### src/hw/rtl/hps_pkg.sv
// Shared types and constants for the HUB75 panel PWM scanner.
// Used by hps_scan, hps_out and the top module of the block; has no dependencies of its own.

package hps_pkg;

	// Field widths fixed by the pixel and scan formats.
	localparam int COLOR_BITS   = 8;
	localparam int ROW_BITS     = 4;
	localparam int COL_BITS     = 7;
	localparam int WIDTH_BITS   = 7;
	localparam int HEIGHT_BITS  = 6;
	localparam int CFG_IDX_BITS = 2;
	localparam int CFG_DATA_BITS = 7;

	// Accepted panel geometries.
	localparam logic [WIDTH_BITS-1:0]  WIDTH_NARROW  = 7'd32;
	localparam logic [WIDTH_BITS-1:0]  WIDTH_WIDE    = 7'd64;
	localparam logic [HEIGHT_BITS-1:0] HEIGHT_SHORT  = 6'd16;
	localparam logic [HEIGHT_BITS-1:0] HEIGHT_TALL   = 6'd32;

	// Configuration register indexes.
	typedef enum logic [CFG_IDX_BITS-1:0] {
		CFG_PANEL_WIDTH   = 2'd0,
		CFG_PANEL_HEIGHT  = 2'd1,
		CFG_MIRROR_SECOND = 2'd2
	} cfg_index_t;

	// Request kinds carried on the input tuser.
	typedef enum logic {
		FUNC_WRITE_PIXEL = 1'b0,
		FUNC_SCAN_TICK   = 1'b1
	} func_t;

	// One stored pixel: red in the top byte, blue in the bottom byte.
	typedef struct packed {
		logic [COLOR_BITS-1:0] red;
		logic [COLOR_BITS-1:0] green;
		logic [COLOR_BITS-1:0] blue;
	} rgb_t;

	localparam int RGB_BITS = $bits(rgb_t);

	// Per-tick control that travels alongside the frame store read.
	typedef struct packed {
		logic [ROW_BITS-1:0]   row_lines;
		logic                  latch;
		logic                  blank;
		logic [COLOR_BITS-1:0] level;
	} scan_info_t;

endpackage

### src/hw/rtl/hps_out.sv
// Output stage: PWM compare of the two frame store reads and the output
// register with its stream handshake. Depends on hps_pkg.

module hps_out (
	input  logic                clk,
	input  logic                arst_n,
	input  logic                tick,
	input  hps_pkg::scan_info_t info,
	input  hps_pkg::rgb_t       pix_top,
	input  hps_pkg::rgb_t       pix_bot,
	output logic                ready,
	output logic                valid_s1,
	input  logic                m_tready,
	output logic                m_tvalid,
	output logic [15:0]         m_tdata,
	output logic                m_tlast
);

	hps_pkg::scan_info_t info_s1;
	logic                advance;
	logic                rt;
	logic                gt;
	logic                bt;
	logic                rb;
	logic                gb;
	logic                bb;

	// The read stage may move on whenever the output register is free.
	assign advance = !m_tvalid || m_tready;
	assign ready   = !valid_s1 || advance;

	// Read stage: the control travels while the memory read is in flight.
	always_ff @(posedge clk or negedge arst_n) begin
		if (!arst_n) begin
			valid_s1 <= 1'b0;
		end else if (tick) begin
			valid_s1 <= 1'b1;
		end else if (advance) begin
			valid_s1 <= 1'b0;
		end
	end

	always_ff @(posedge clk) begin
		if (tick) begin
			info_s1 <= info;
		end
	end

	// A color bit is lit when its component exceeds the PWM level.
	assign rt = pix_top.red   > info_s1.level;
	assign gt = pix_top.green > info_s1.level;
	assign bt = pix_top.blue  > info_s1.level;
	assign rb = pix_bot.red   > info_s1.level;
	assign gb = pix_bot.green > info_s1.level;
	assign bb = pix_bot.blue  > info_s1.level;

	// Output register.
	always_ff @(posedge clk or negedge arst_n) begin
		if (!arst_n) begin
			m_tvalid <= 1'b0;
		end else if (advance) begin
			m_tvalid <= valid_s1;
		end
	end

	always_ff @(posedge clk) begin
		if (advance && valid_s1) begin
			m_tdata <= {5'b00000, info_s1.blank, bb, gb, rb, bt, gt, rt,
				info_s1.row_lines};
			m_tlast <= info_s1.latch;
		end
	end

endmodule

### config.mk
export PLATFORM = sky130hd
export DESIGN_NAME = hps_out
export DESIGN_NICKNAME = d
export VERILOG_FILES = /design/src/hw/rtl/hps_pkg.sv /design/src/hw/rtl/hps_out.sv
export SDC_FILE = /design/constraint.sdc
export NUM_CORES = 1
export LEC_CHECK = 0
export BUFFER_PORTS_ARGS = -buffer_cell sky130_fd_sc_hd__buf_2
export CAP_MARGIN = 20
export CORE_UTILIZATION = 48
export DETAILED_ROUTE_END_ITERATION = 16
export PLACE_DENSITY = 0.9
export SLEW_MARGIN = 20
export SYNTH_ARGS = -nofsm -noshare
export SYNTH_HDL_FRONTEND = slang
export SYNTH_SLANG_ARGS = --single-unit
### constraint.sdc
create_clock -name clk -period 1.9 [get_ports clk]
set_input_delay 0 -clock clk [delete_from_list [all_inputs] [get_ports clk]]
set_output_delay 0 -clock clk [all_outputs]
set_load 0.05 [all_outputs]
# After elaboration in Yosys (flattened, before gate mapping)
# Index checks and enable logic that the tools add are counted.
# totals
elab_cells	22
output_inout_bits	20
in_bits	66
ff_bits	28
# op_classes
mux	2
n_reduce_logical	6
order_cmp	6
# ops
operator	n
> comparator 8 bit	6
logical NOT 1 bit	2
logical OR 1 bit	2
2-to-1 mux 1 bit	2
nonzero test 2 bit	1
logical AND 1 bit	1

# Logic depth before layout (Yosys ltp)
# depth
depth_word	4
mapped_depth	6
ltp_nobuf	6

# Least setup slack after synthesis
# OpenSTA, ideal clock, no wires.
# synth_path
path_kind	reg2reg
startpoint	register info_s1[1] in the netlist's numbering
endpoint	register m_tdata[4], data pin
setup_time_ns	0.256
synth_period_minus_slack_ns	1.445
arrival_time_ns	1.189
t_required_ns	1.644
path_stages_with_launch	7
n_path_buf	0
setup_slack_ns	0.455
cell_sequence	edfxtp_1 > inv_1 > ha_1 > nor2b_4 > o211ai_2 > a21oi_2 > o22a_1
# synth_via
elab_chain_len	1
# synth_lines
element	line	rtl
from (decl)	hps_out.sv:19	hps_pkg::scan_info_t info_s1;
from (signal assigned)	hps_out.sv:45	info_s1 <= info;
> comparator 8 bit	hps_out.sv:50	assign rt = pix_top.red > info_s1.level;
net rt	hps_out.sv:21	logic rt;
to (signal assigned)	hps_out.sv:68	m_tdata <= {5'b00000, info_s1.blank, bb, gb, rb, bt, gt, rt,
to (decl)	hps_out.sv:15	output logic [15:0] m_tdata,
# The timed path passes the listed nets, and every way through them passes these cells.
# A chain may end at the register's enable or synchronous reset.

# Final worst setup path
# layout_path
startpoint	register info_s1[1] in the netlist's numbering
endpoint	register m_tdata[6], data pin
# layout_via
elab_chain_len	1
# layout_lines
element	line	rtl
> comparator 8 bit	hps_out.sv:52	assign bt = pix_top.blue > info_s1.level;
net bt	hps_out.sv:23	logic bt;
# The timed path passes the listed nets, and every way through them passes these cells.

==> out/qor.txt <==
Run status -> completed
Data arrival time of the critical path -> 1.69 ns
Initial antenna violation count -> 0
Post-layout utilization of the core -> 67.1%
Final setup vio count -> 0
Worst R2R End -> m_tdata[6]
Static leakage power -> 1.30 nW
Antenna diode count -> 0
RSZ-0062 raised after global routing -> false
Count of standard-cell rows -> 23
Average via count per standard cell -> 5.12
Clock sink total -> 28
Area share of the largest cell type after synthesis -> 38.4%
Buffers on Ports -> 80
Area of all placed cells without fillers -> 2700 um^2
Synth Area in Compound Gates -> 14.8%
Initial DRT Pass Iterations -> 4
Quantity of gates resized following cts -> 0
Sort of element at the start of the critical path -> flop
Worst hold path type -> primary input to flop
Total vias in the final route -> 1614
Power density of the placed cells -> 682 nW/um^2
TNS Setup -> 0 ns
Layout cells sized above 1 -> 38.9%
DIE WIDTH -> 67.1 um
Post-synth top cells -> ha_1, edfxtp_1, a21oi_1
Total cell area at the placement stage -> 2480 um^2
Crit. path cell count -> 6
Buffer depth of the longest clock path -> 2
Chain of cells forming the critical path -> inv_1, ha_1, nor2b_4, o211ai_2, a21oi_2, o22a_1
Tmin final -> 1.65 ns
Worst vdd rail ir drop -> 0.513 mV
Number of register bits inferred by synthesis -> 28
Most area-consuming cells after synthesis -> edfxtp_1, ha_1, a21oi_1
Cell area after synthesis -> 2030 um^2
Maxcap violations -> 0
Iteration-0 DRC count of the detailed router -> 64
Total wirelength of the detailed-routed design -> 4530 um
Largest family of logic cells by synthesized area -> adder cells
Min Hold Slack -> 0.0114 ns
Warning count from the yosys run -> 0
Total power draw -> 1.84 mW
Post-synthesis share of cell area spent on full adders, half adders and majority gates -> 29.5%
Critical Path End -> m_tdata[6]
# IOs -> 86
Setup Skew -> 0.00509 ns
Clock latency of the later-clocked register in the worst-skew pair -> 0.28 ns
Highest clock rate -> 607 MHz
Post-Syn Area per Cell -> 12.3 um^2
Root Driver -> clkbuf_8
Global-route usage over all layers -> 20.7%
Antenna Violating Nets Remaining -> 0
Worst path required time -> 1.94 ns
Die height -> 67.1 um
Clock-pin slew reported for the worst setup and hold paths after clock tree synthesis -> 0.10 ns
FF-to-FF path depth -> 6
CP Capture Type -> flop
Launching instance or port of the critical path -> info_s1[1]
Cell with the most instances after synthesis -> ha_1
Post-placement setup slack -> 0.267 ns
Max incr delay on CP -> 0.38 ns
Critical path's top delay family -> flip-flops
Half-perimeter wire length after placement -> 3470 um
TritonCTS Buffers -> 3
Remaining global-route overflow -> 0
Fin. Hold Viols -> 0
Area overhead of the layout relative to synthesis -> 32.9%
Buffers and inverters on the worst path -> 1
Total DRC errors in the routed layout -> 0
Type of the setup path with the least slack -> flop to flop
Most frequently used flop master after synthesis -> edfxtp_1
Post-Synth XOR/XNOR Area -> 0%
Placer Congestion -> 0.775
Wire per inst -> 14.4 um
Crit Path Max Fanout -> 6
Starting Density -> 50.5%
Via count of the first global-routing pass -> 1562
Synth Instances -> 166
Largest area contributor in the netlist -> edfxtp_1
Share of flip-flops with an asynchronous set or reset after synthesis -> 7.14%
R2R Path Start -> info_s1[1]
Final-report max-slew violation count -> 0
Pin count of the biggest net entering global routing -> 17
Slack of the worst reg-to-reg path -> 0.25 ns
Die Outline Area -> 4500 um^2
Final period util -> 86.7%
Share of synthesized area occupied by flip-flops and latches -> 40.8%
TritonCTS clock tree -> built
First-pass GRT wire length -> 6760 um
Dpl cells -> 296
Setup ws final -> 0.252 ns
Number of enable-type register cells in the synthesized netlist -> 26
Synth Area in Simple Gates -> 10.5%
Fin cells -> 315
Synth unique cells -> 17
H-Tree Level Count -> 1
Multiplexer fraction of the synthesized cell area -> 0%
Worst Hold Launch -> m_tready
Library cell contributing the largest single delay on the critical path -> edfxtp_1
Core box area -> 4030 um^2
# nets final -> 380
## final cells by class
cell class	instances	area, um^2
Tap cell	50	62.6
Fill cell	298	1330
Clock inverter	1	30.0
Inverter	13	48.8
Clock buffer	3	41.3
Sequential cell	28	831
Timing Repair Buffer	96	558
Multi-Input combinational cell	124	1130
## per-layer routing
metal  GRT usage, %  part of all wire (%)  wire length (um)
met5              0                     0                 0
met4           7.98                   2.3               105
met3           3.08                   4.9               224
met2           40.0                    53              2410
met1           22.1                    40              1800
## report_power, final
group | total (mW) | switching (mW) | internal (mW)
sequential | 0.758 | 0.0184 | 0.740
clock | 0.479 | 0.196 | 0.282
combinational | 0.606 | 0.362 | 0.244
total | 1.84 | 0.577 | 1.27
## placed cells by master, fill, tap and decap left out, types with 5 or more instances in the layout
cell type	n
inv_1	13
edfxtp_1	26
ha_1	48
o22a_1	6
a21oi_2	6
conb_1	5
nor2b_4	6
dlygate4sd3_1	15
nand4_1	12
o211ai_2	6
a21oi_1	18
buf_2	80
o21ai_0	6
nand2_1	6
## cell families after synthesis
family,after synthesis
and+or+nand+nor,29
other,1
buffers and inverters,18
adders and majority gates,48
DFF,28
AOI/OAI and AO/OA,42
## worst min path at each step
stage	end	depth (start not counted)
6_report	m_tvalid	3
5_1_grt	m_tvalid	3
4_1_cts	m_tvalid	3
3_5_place_dp	m_tvalid	1
3_3_place_gp	valid_s1	1
2_1_floorplan	m_tvalid	0
## sequential cells by signal (all words and copies together) (netlist names)
| name | cells |
|---|---|
| info_s1 | 14 |
| m_tdata | 11 |
| m_tlast | 1 |
| m_tvalid | 1 |
| valid_s1 | 1 |
## timing repair
action	in CTS	in global routing
endpoints found under the setup margin	0	0
hold buffers	15	0
buffers inserted	0	0
hold endpoints to repair	16	0
## tightest hold or removal path, cell delays in order
cell and delay (ns):
buf_2 0.08, nand2b_1 0.10, nand2b_1 0.06
(Power assumes the default switching activity.)
