### src/hw/rtl/hps_pkg.sv
// Shared types and constants for the HUB75 panel PWM scanner.
// Used by hps_scan, hps_out and the top module of the block; has no dependencies of its own.

package hps_pkg;

	// Field widths fixed by the pixel and scan formats.
	localparam int COLOR_BITS   = 8;
	localparam int ROW_BITS     = 4;
	localparam int COL_BITS     = 7;
	localparam int WIDTH_BITS   = 7;
	localparam int HEIGHT_BITS  = 6;
	localparam int CFG_IDX_BITS = 2;
	localparam int CFG_DATA_BITS = 7;

	// Accepted panel geometries.
	localparam logic [WIDTH_BITS-1:0]  WIDTH_NARROW  = 7'd32;
	localparam logic [WIDTH_BITS-1:0]  WIDTH_WIDE    = 7'd64;
	localparam logic [HEIGHT_BITS-1:0] HEIGHT_SHORT  = 6'd16;
	localparam logic [HEIGHT_BITS-1:0] HEIGHT_TALL   = 6'd32;

	// Configuration register indexes.
	typedef enum logic [CFG_IDX_BITS-1:0] {
		CFG_PANEL_WIDTH   = 2'd0,
		CFG_PANEL_HEIGHT  = 2'd1,
		CFG_MIRROR_SECOND = 2'd2
	} cfg_index_t;

	// Request kinds carried on the input tuser.
	typedef enum logic {
		FUNC_WRITE_PIXEL = 1'b0,
		FUNC_SCAN_TICK   = 1'b1
	} func_t;

	// One stored pixel: red in the top byte, blue in the bottom byte.
	typedef struct packed {
		logic [COLOR_BITS-1:0] red;
		logic [COLOR_BITS-1:0] green;
		logic [COLOR_BITS-1:0] blue;
	} rgb_t;

	localparam int RGB_BITS = $bits(rgb_t);

	// Per-tick control that travels alongside the frame store read.
	typedef struct packed {
		logic [ROW_BITS-1:0]   row_lines;
		logic                  latch;
		logic                  blank;
		logic [COLOR_BITS-1:0] level;
	} scan_info_t;

endpackage

### src/hw/rtl/hps_scan.sv
// Scan sequencer: configuration registers, column/row/PWM counters and the
// frame store addresses of the current chain column. Depends on hps_pkg.

module hps_scan #(
	parameter int MAX_PANEL_WIDTH  = 64,
	parameter int MAX_PANEL_HEIGHT = 32,
	parameter int PWM_STEPS        = 255,
	parameter int AW               = 11
) (
	input  logic                                 clk,
	input  logic                                 arst_n,
	input  logic                                 cfg_we,
	input  logic [hps_pkg::CFG_IDX_BITS-1:0]     cfg_index,
	input  logic [hps_pkg::CFG_DATA_BITS-1:0]    cfg_wdata,
	input  logic                                 tick,
	output logic [hps_pkg::WIDTH_BITS-1:0]       width,
	output logic [hps_pkg::HEIGHT_BITS-1:0]      height,
	output logic [AW-1:0]                        addr_top,
	output logic [AW-1:0]                        addr_bot,
	output hps_pkg::scan_info_t                  info
);

	localparam logic [hps_pkg::WIDTH_BITS-1:0] WIDTH_RESET =
		(MAX_PANEL_WIDTH >= 64) ? hps_pkg::WIDTH_WIDE : hps_pkg::WIDTH_NARROW;
	localparam logic [hps_pkg::HEIGHT_BITS-1:0] HEIGHT_RESET =
		(MAX_PANEL_HEIGHT >= 32) ? hps_pkg::HEIGHT_TALL : hps_pkg::HEIGHT_SHORT;
	localparam logic [8:0] LEVEL_WRAP = 9'(PWM_STEPS);

	logic [hps_pkg::WIDTH_BITS-1:0]  width_q;
	logic [hps_pkg::HEIGHT_BITS-1:0] height_q;
	logic                            mirror_q;
	logic [hps_pkg::COL_BITS-1:0]    col_q;
	logic [hps_pkg::ROW_BITS-1:0]    row_q;
	logic [hps_pkg::COLOR_BITS-1:0]  level_q;

	logic [hps_pkg::HEIGHT_BITS-1:0] cfg_h;
	logic                            width_ok;
	logic                            height_ok;
	logic                            geom_restart;
	logic [7:0]                      two_w;
	logic [7:0]                      last_c;
	logic [7:0]                      mirror_x;
	logic [hps_pkg::COL_BITS-1:0]    src_x;
	logic [4:0]                      half;
	logic [5:0]                      row_plus;
	logic [5:0]                      row_bottom;
	logic                            last_col;
	logic                            last_row;
	logic [8:0]                      level_plus;

	// Configuration decode: only legal geometries are taken.
	assign cfg_h     = cfg_wdata[hps_pkg::HEIGHT_BITS-1:0];
	assign width_ok  = ((cfg_wdata == hps_pkg::WIDTH_NARROW) ||
		(cfg_wdata == hps_pkg::WIDTH_WIDE)) &&
		(32'(cfg_wdata) <= 32'(MAX_PANEL_WIDTH));
	assign height_ok = ((cfg_h == hps_pkg::HEIGHT_SHORT) ||
		(cfg_h == hps_pkg::HEIGHT_TALL)) &&
		(32'(cfg_h) <= 32'(MAX_PANEL_HEIGHT));

	always_comb begin
		geom_restart = 1'b0;
		if (cfg_we) begin
			unique case (hps_pkg::cfg_index_t'(cfg_index))
				hps_pkg::CFG_PANEL_WIDTH:   geom_restart = width_ok;
				hps_pkg::CFG_PANEL_HEIGHT:  geom_restart = height_ok;
				hps_pkg::CFG_MIRROR_SECOND: geom_restart = 1'b0;
				default:                    geom_restart = 1'b0;
			endcase
		end
	end

	always_ff @(posedge clk or negedge arst_n) begin
		if (!arst_n) begin
			width_q  <= WIDTH_RESET;
			height_q <= HEIGHT_RESET;
			mirror_q <= 1'b0;
		end else if (cfg_we) begin
			unique case (hps_pkg::cfg_index_t'(cfg_index))
				hps_pkg::CFG_PANEL_WIDTH: begin
					if (width_ok) width_q <= cfg_wdata;
				end
				hps_pkg::CFG_PANEL_HEIGHT: begin
					if (height_ok) height_q <= cfg_h;
				end
				hps_pkg::CFG_MIRROR_SECOND: mirror_q <= cfg_wdata[0];
				default: ;
			endcase
		end
	end

	// Source column of the current chain column: the second panel either
	// repeats the first or reads it right to left.
	assign two_w    = {width_q, 1'b0};
	assign last_c   = two_w - 8'd1;
	assign mirror_x = last_c - {1'b0, col_q};
	always_comb begin
		if (col_q < width_q) begin
			src_x = col_q;
		end else if (mirror_q) begin
			src_x = mirror_x[hps_pkg::COL_BITS-1:0];
		end else begin
			src_x = col_q - width_q;
		end
	end

	assign half       = height_q[hps_pkg::HEIGHT_BITS-1:1];
	assign row_plus   = {2'b00, row_q} + 6'd1;
	assign row_bottom = {2'b00, row_q} + {1'b0, half};
	assign last_col   = ({1'b0, col_q} == last_c);
	assign last_row   = (row_plus >= {1'b0, half});
	assign level_plus = {1'b0, level_q} + 9'd1;

	assign addr_top = AW'(row_q) * AW'(MAX_PANEL_WIDTH) + AW'(src_x);
	assign addr_bot = AW'(row_bottom) * AW'(MAX_PANEL_WIDTH) + AW'(src_x);

	assign info.row_lines = ~row_q;
	assign info.latch     = last_col;
	assign info.blank     = last_col && last_row;
	assign info.level     = level_q;

	assign width  = width_q;
	assign height = height_q;

	// Column, row and PWM level counters.
	always_ff @(posedge clk or negedge arst_n) begin
		if (!arst_n) begin
			col_q   <= '0;
			row_q   <= '0;
			level_q <= '0;
		end else if (geom_restart) begin
			col_q <= '0;
			row_q <= '0;
		end else if (tick) begin
			if (!last_col) begin
				col_q <= col_q + 7'd1;
			end else begin
				col_q <= '0;
				if (!last_row) begin
					row_q <= row_plus[hps_pkg::ROW_BITS-1:0];
				end else begin
					row_q <= '0;
					if (level_plus >= LEVEL_WRAP) begin
						level_q <= '0;
					end else begin
						level_q <= level_plus[hps_pkg::COLOR_BITS-1:0];
					end
				end
			end
		end
	end

endmodule

### config.mk
export PLATFORM = sky130hd
export DESIGN_NAME = hps_scan
export DESIGN_NICKNAME = d
export VERILOG_FILES = /design/src/hw/rtl/hps_pkg.sv /design/src/hw/rtl/hps_scan.sv
export SDC_FILE = /design/constraint.sdc
export NUM_CORES = 1
export LEC_CHECK = 0
export BUFFER_PORTS_ARGS = -buffer_cell sky130_fd_sc_hd__buf_2
export CAP_MARGIN = 20
export CORE_ASPECT_RATIO = 0.9
export CORE_MARGIN = 2
export CORE_UTILIZATION = 56
export CTS_BUF_LIST = sky130_fd_sc_hd__clkbuf_8
export CTS_CLUSTER_SIZE = 40
export DETAILED_ROUTE_END_ITERATION = 10
export PLACE_DENSITY = 0.82
export REMOVE_ABC_BUFFERS = 1
export SLEW_MARGIN = 20
export SYNTH_ARGS = -nofsm -noshare
export SYNTH_HDL_FRONTEND = slang
export SYNTH_SLANG_ARGS = --single-unit
### constraint.sdc
create_clock -name clk -period 5.03 [get_ports clk]
set_input_delay 1.006 -clock clk [delete_from_list [all_inputs] [get_ports clk]]
set_output_delay 1.006 -clock clk [all_outputs]
set_load 0.05 [all_outputs]
== Word level (Yosys, flattened, before mapping) ==
Cells that the tools add are included.
Storage, ports and cells
  bits in read-only memories: 0
  logic and storage cells: 54
  bits in writable memories: 0
  bits in latches: 0
  register bits after elaboration: 33
  memories: 0
Operators by class
  mux-type cells: 12
  bitwise gates (word level): 2
  reduce and logical (&&, ||, !) cells: 13
  order comparisons: 5
  eq/ne operators: 7
  shift-type cells: 0
  $mul: 0
  add/sub/neg operators: 9
  divide/modulo/power cells: 0
Operators by type and width (number)
  $mux W7: 5
  $mux W4: 4
  $sub A7 B7 Y7: 2
  $add A10 B7 Y11: 1
  $add A11 B7 Y11: 1
  $add A8 B1 Y9 const B: 1
  $ge A9 B8 Y1 const B: 1
  $eq A7 B8 Y1: 1
  $mux W8: 1
  $sub A8 B1 Y8 const B: 1
  $add A7 B1 Y7 const B: 1
  $eq A7 B6 Y1 const B: 1
  $eq A7 B7 Y1 const B: 1
  $le A7 B7 Y1 const B: 1
  $lt A7 B7 Y1: 1
  $eq A6 B5 Y1 const B: 1
  $eq A6 B6 Y1 const B: 1
  $le A6 B6 Y1 const B: 1
  $reduce_and A3 Y1: 2
  $add A4 B1 Y5 const B: 1
  $add A4 B5 Y5: 1
  $ge A5 B5 Y1: 1
  $not A4 Y4: 1
  $reduce_and A2 Y1: 2
  other kinds (10): 14

== Longest topological paths before layout ==
  word-level depth: 7
  gate-level depth with buffers: 14

== Worst setup path before layout ==
OpenSTA, ideal clock, no wires.
  path kind: flip-flop to output port
  from: reg width_q (netlist bit width[1])
  to: out addr_bot[8]
  arrival time: 3.630 ns
  slack: 0.394 ns
  buffers on the path: 0
  stages on the path, launching flop included: 14
  cell sequence: dfrtp_1 > inv_1 > ha_1 > or3b_4 > xnor2_1 > ha_1 > nor2_1 > a21oi_1 > xnor2_1 > mux2i_1 > mux2_2 > ha_1 > ha_1 > xor2_1
Between the ends
  longest elaborated chain between the ends: 5
  elaborated cells on any way between the ends: 7
RTL lines
  start, declared: line hps_scan.sv:29  | logic [hps_pkg::WIDTH_BITS-1:0] width_q;
  start signal, assigned: line hps_scan.sv:80  | if (width_ok) width_q <= cfg_wdata;
  $sub A8 B1 Y8: line hps_scan.sv:94  | assign last_c = two_w - 8'd1;
  $sub A7 B7 Y7: line hps_scan.sv:95  | assign mirror_x = last_c - {1'b0, col_q};
  $mux W7: line hps_scan.sv:99  | end else if (mirror_q) begin
  $mux W7 (*): line hps_scan.sv:97  | if (col_q < width_q) begin
  $add A11 B7 Y11 (*): line hps_scan.sv:114  | assign addr_bot = AW'(row_bottom) * AW'(MAX_PANEL_WIDTH) + AW'(src_x);
  end, declared: line hps_scan.sv:19  | output logic [AW-1:0] addr_bot,
Every way passes the cells marked *; elsewhere a longest branch is shown, timed or not.

== Worst setup path after layout ==
  from: reg width_q (netlist bit width[0])
  to: out addr_bot[10]
Same word-level chain as after synthesis.

==> flow_metrics.py <==
metrics = {
    "logic_synthesis": {
        "yosysTopAreaCell": "dfrtp_1",
        "syn_inst": 329,
        "synth_ff_type": "dfrtp_1",
        "synth.distinct_cells": 48,
        "netlist_top_cells_area": "dfrtp_1 (27%), ha_1 (13%), xnor2_1 (4.6%)",
        "synth_top_area_share_pct": 27.3,
        "async_flop_share_pct": 100,
        "synth_edf_count": 0,
        "ys_warn_count": 0,
        "ys_ff_latch": 33,
        "avgSynthCellArea_um2": 8.64,
        "synth-seq-area-share_pct": 29.1,
        "syn_area_mm2": 0.00284,
    },
    "critical_path": {
        "path_cells": "inv_1 -> ha_1 -> inv_1 -> ha_1 -> nor2b_1 -> o31ai_1 -> a21oi_1 -> xnor2_1 -> mux2i_1 -> mux2_2 -> ha_1 -> ha_1 -> nand3_1 -> xnor2_1 -> buf_2",
        "critPathRequiredTime_ns": 4.02,
        "crit_path_frequent_cell": "ha_1",
        "critPathMaxStageDelay_ns": 0.41,
        "startpoint_type": "flop",
        "r2r_cells": 10,
        "crit_start": "width[0]",
        "reg2reg_slack_ns": 1.57,
        "endpoint": "addr_bot[10]",
        "worst-path-max-fanout": 5,
        "reg2reg_from": "width[1]",
        "crit_path_end_kind": "primary output",
        "cp_slowest_cell": "dfrtp_1",
        "path_class": "flop to primary output",
        "cp.arrival_ns": 3.55,
        "r2r_end": "level_q[4]",
    },
    "sta": {
        "setup_tns_ns": 0,
        "tightestPinTransition_ns": 0.743,
        "setup_violations": 0,
        "finClkSkew_ns": 0.00500,
        "max_freq_mhz": 219,
        "fin_crit_sh_pct": 90.7,
        "slew_headroom_pct": 50.1,
        "rsz0062_at_grt": "false",
        "hold_viol_final": 0,
        "min_period_ns": 4.56,
        "drv_slew": 0,
        "fin_ws_ns": 0.469,
    },
    "route": {
        "drc": 0,
        "drt_iter0_markers": 220,
        "drtAntennaViolNets": 0,
        "wl_um": 6650,
        "firstDrtPassIters": 4,
        "routedWlPerCell_um": 14.8,
        "via_per_inst": 5.82,
        "dr_total_vias": 2617,
    },
    "floorplan": {
        "die_area_mm2": 0.00567,
        "pin_count": 62,
        "die_h_um": 71.6,
        "core_area_mm2": 0.00486,
        "rows": 24,
        "initial_core_util_pct": 58.5,
        "fp.dieW_um": 79.1,
    },
    "global_routing": {
        "grt_util_met2_pct": 38.4,
        "grt_pass1_vias": 2347,
        "gr-usage-all-layers_pct": 24.8,
        "use_met3_pct": 5.29,
        "grt_max_degree": 34,
        "busiest_layer": "met2",
        "antenna_found_initial": 0,
        "grt_pass1_wl_um": 11200,
        "met1_usage_pct": 35.9,
        "overflow": 0,
    },
    "final_layout": {
        "nNetsFinal": 429,
        "area_growth_pct": 15.1,
        "drive_above_1_share_pct": 20.8,
        "antennaDiodeCount": 0,
        "layout_commonest_cell": "buf_2",
        "final_cell_mix": "buf_2 (61), dfrtp_1 (31), inv_1 (30), ha_1 (30), a21oi_1 (26)",
        "fin_util_pct": 67.3,
        "stdcell_count": 450,
    },
    "place": {
        "place_congestion": 0.934,
        "dp_slack_ns": 0.784,
        "dp.cells": 442,
        "io_buffers": 61,
        "dp_hpwl_um": 5260,
    },
    "hold_path": {
        "hold_path.class": "flop to flop",
    },
    "cts": {
        "ctsHoldBuffers": 0,
        "cts_setup_buffers": 0,
        "clk_latency_ns": 0.29,
        "clock_path_buffers": 2,
        "clk_pin_slew_ns": 0.07,
        "clock_sinks": 33,
        "cts_resized": 0,
        "cts-root-buf": "clkbuf_8",
        "h-tree-depth": 2,
        "cts_tree": "done",
        "cts-buffers-inserted": 5,
    },
    "power": {
        "ir_worst_vdd_mv": 0.252,
        "finalPower_mw": 1.53,
        "p_per_area_mw_per_mm2": 467,
        "leakage_nw": 1.65,
    },
    "run": {
        "max_cap_viol_count": 0,
    },
    "outcome": {
        "status": "finished, final reports clean",
    },
}
sequential cells by signal (all words and copies together) (netlist names):
signal / flops
col_q: 7
height: 6
level_q: 8
mirror_q: 1
row_q: 4
width: 7
stage by stage:
stage	area, um2	hold WS (ns)
final	3270	0.478
after global routing	3270	0.534
after CTS	3270	0.487
after detailed placement	3160	0.469
after global placement	3160	0.465
after floorplan	2760	0.542
per-layer routing:
metal / routed length [um] / vias to the layer above
li1: - / 1277
met2: 2950 / 101
met3: 513 / 12
met5: 0 / -
met1: 3100 / 1227
met4: 87 / 0
worst min-delay path by stage:
| stage | start | end | cells after the start |
|---|---|---|---|
| final | height[0] | height[0] | 1 |
| after global routing | height[0] | height[0] | 1 |
| after CTS | height[0] | height[0] | 1 |
| after detailed placement | height[0] | height[0] | 1 |
| after global placement | height[0] | height[0] | 1 |
| after floorplan | col_q[2] | col_q[2] | 1 |
synth_stat cells (3+ instances only):
master      n
or3_1       5
nor3_1      6
nand3b_1    4
nor2b_1     6
and3_1      8
nand3_1    12
nor2_1     20
a21oi_1    26
xor2_1     15
mux2_2      4
o21ai_1     7
o211ai_1    3
nand2_1    20
clkbuf_1    5
buf_4       7
ha_1       30
mux2i_1     4
dfrtp_1    31
a32o_1      3
xnor2_1    15
a31oi_1     6
a21o_1      5
nor4_1      4
o21ai_0    12
inv_1      29
and2_1      8
o2111ai_1   3
nand2b_1    3
power by group:
group	leakage [nW]	switching, mW	internal (mW)
logic	1.20	0.615	0.287
clock network	0.0626	0.0994	0.159
registers	0.391	0.0652	0.304
final cells by class:
class	count	area, um2
clock inverter	2	33.8
multi-input combinational	253	1830
sequential	33	828
fill	402	1590
inverter	29	109
clock buffer	6	82.6
timing repair buffer	62	313
tap	65	81.3
critical path, delay by kind of cell (launching register included):
kind                     cells  cell delay [ns]
AO/OA/AOI/OAI                2             0.47
flip-flops                   1             0.41
XOR/XNOR                     2             0.26
buffers and inverters        3             0.41
AND/OR/NAND/NOR              2             0.27
adder cells (fa/ha/maj)      4             1.06
multiplexers                 2             0.38
cell families after synthesis:
logic type / count (synthesis) / share of synthesized area, %
AND/OR/NAND/NOR: 105 / 20.4
XOR/XNOR: 30 / 9.24
adder cells (fa/ha/maj): 32 / 14.6
multiplexers: 8 / 2.99
flip-flops: 33 / 29.1
buffers and inverters: 43 / 6.69
AO/OA/AOI/OAI: 78 / 17.0
No activity file was read; power rests on OpenSTA's default activity.
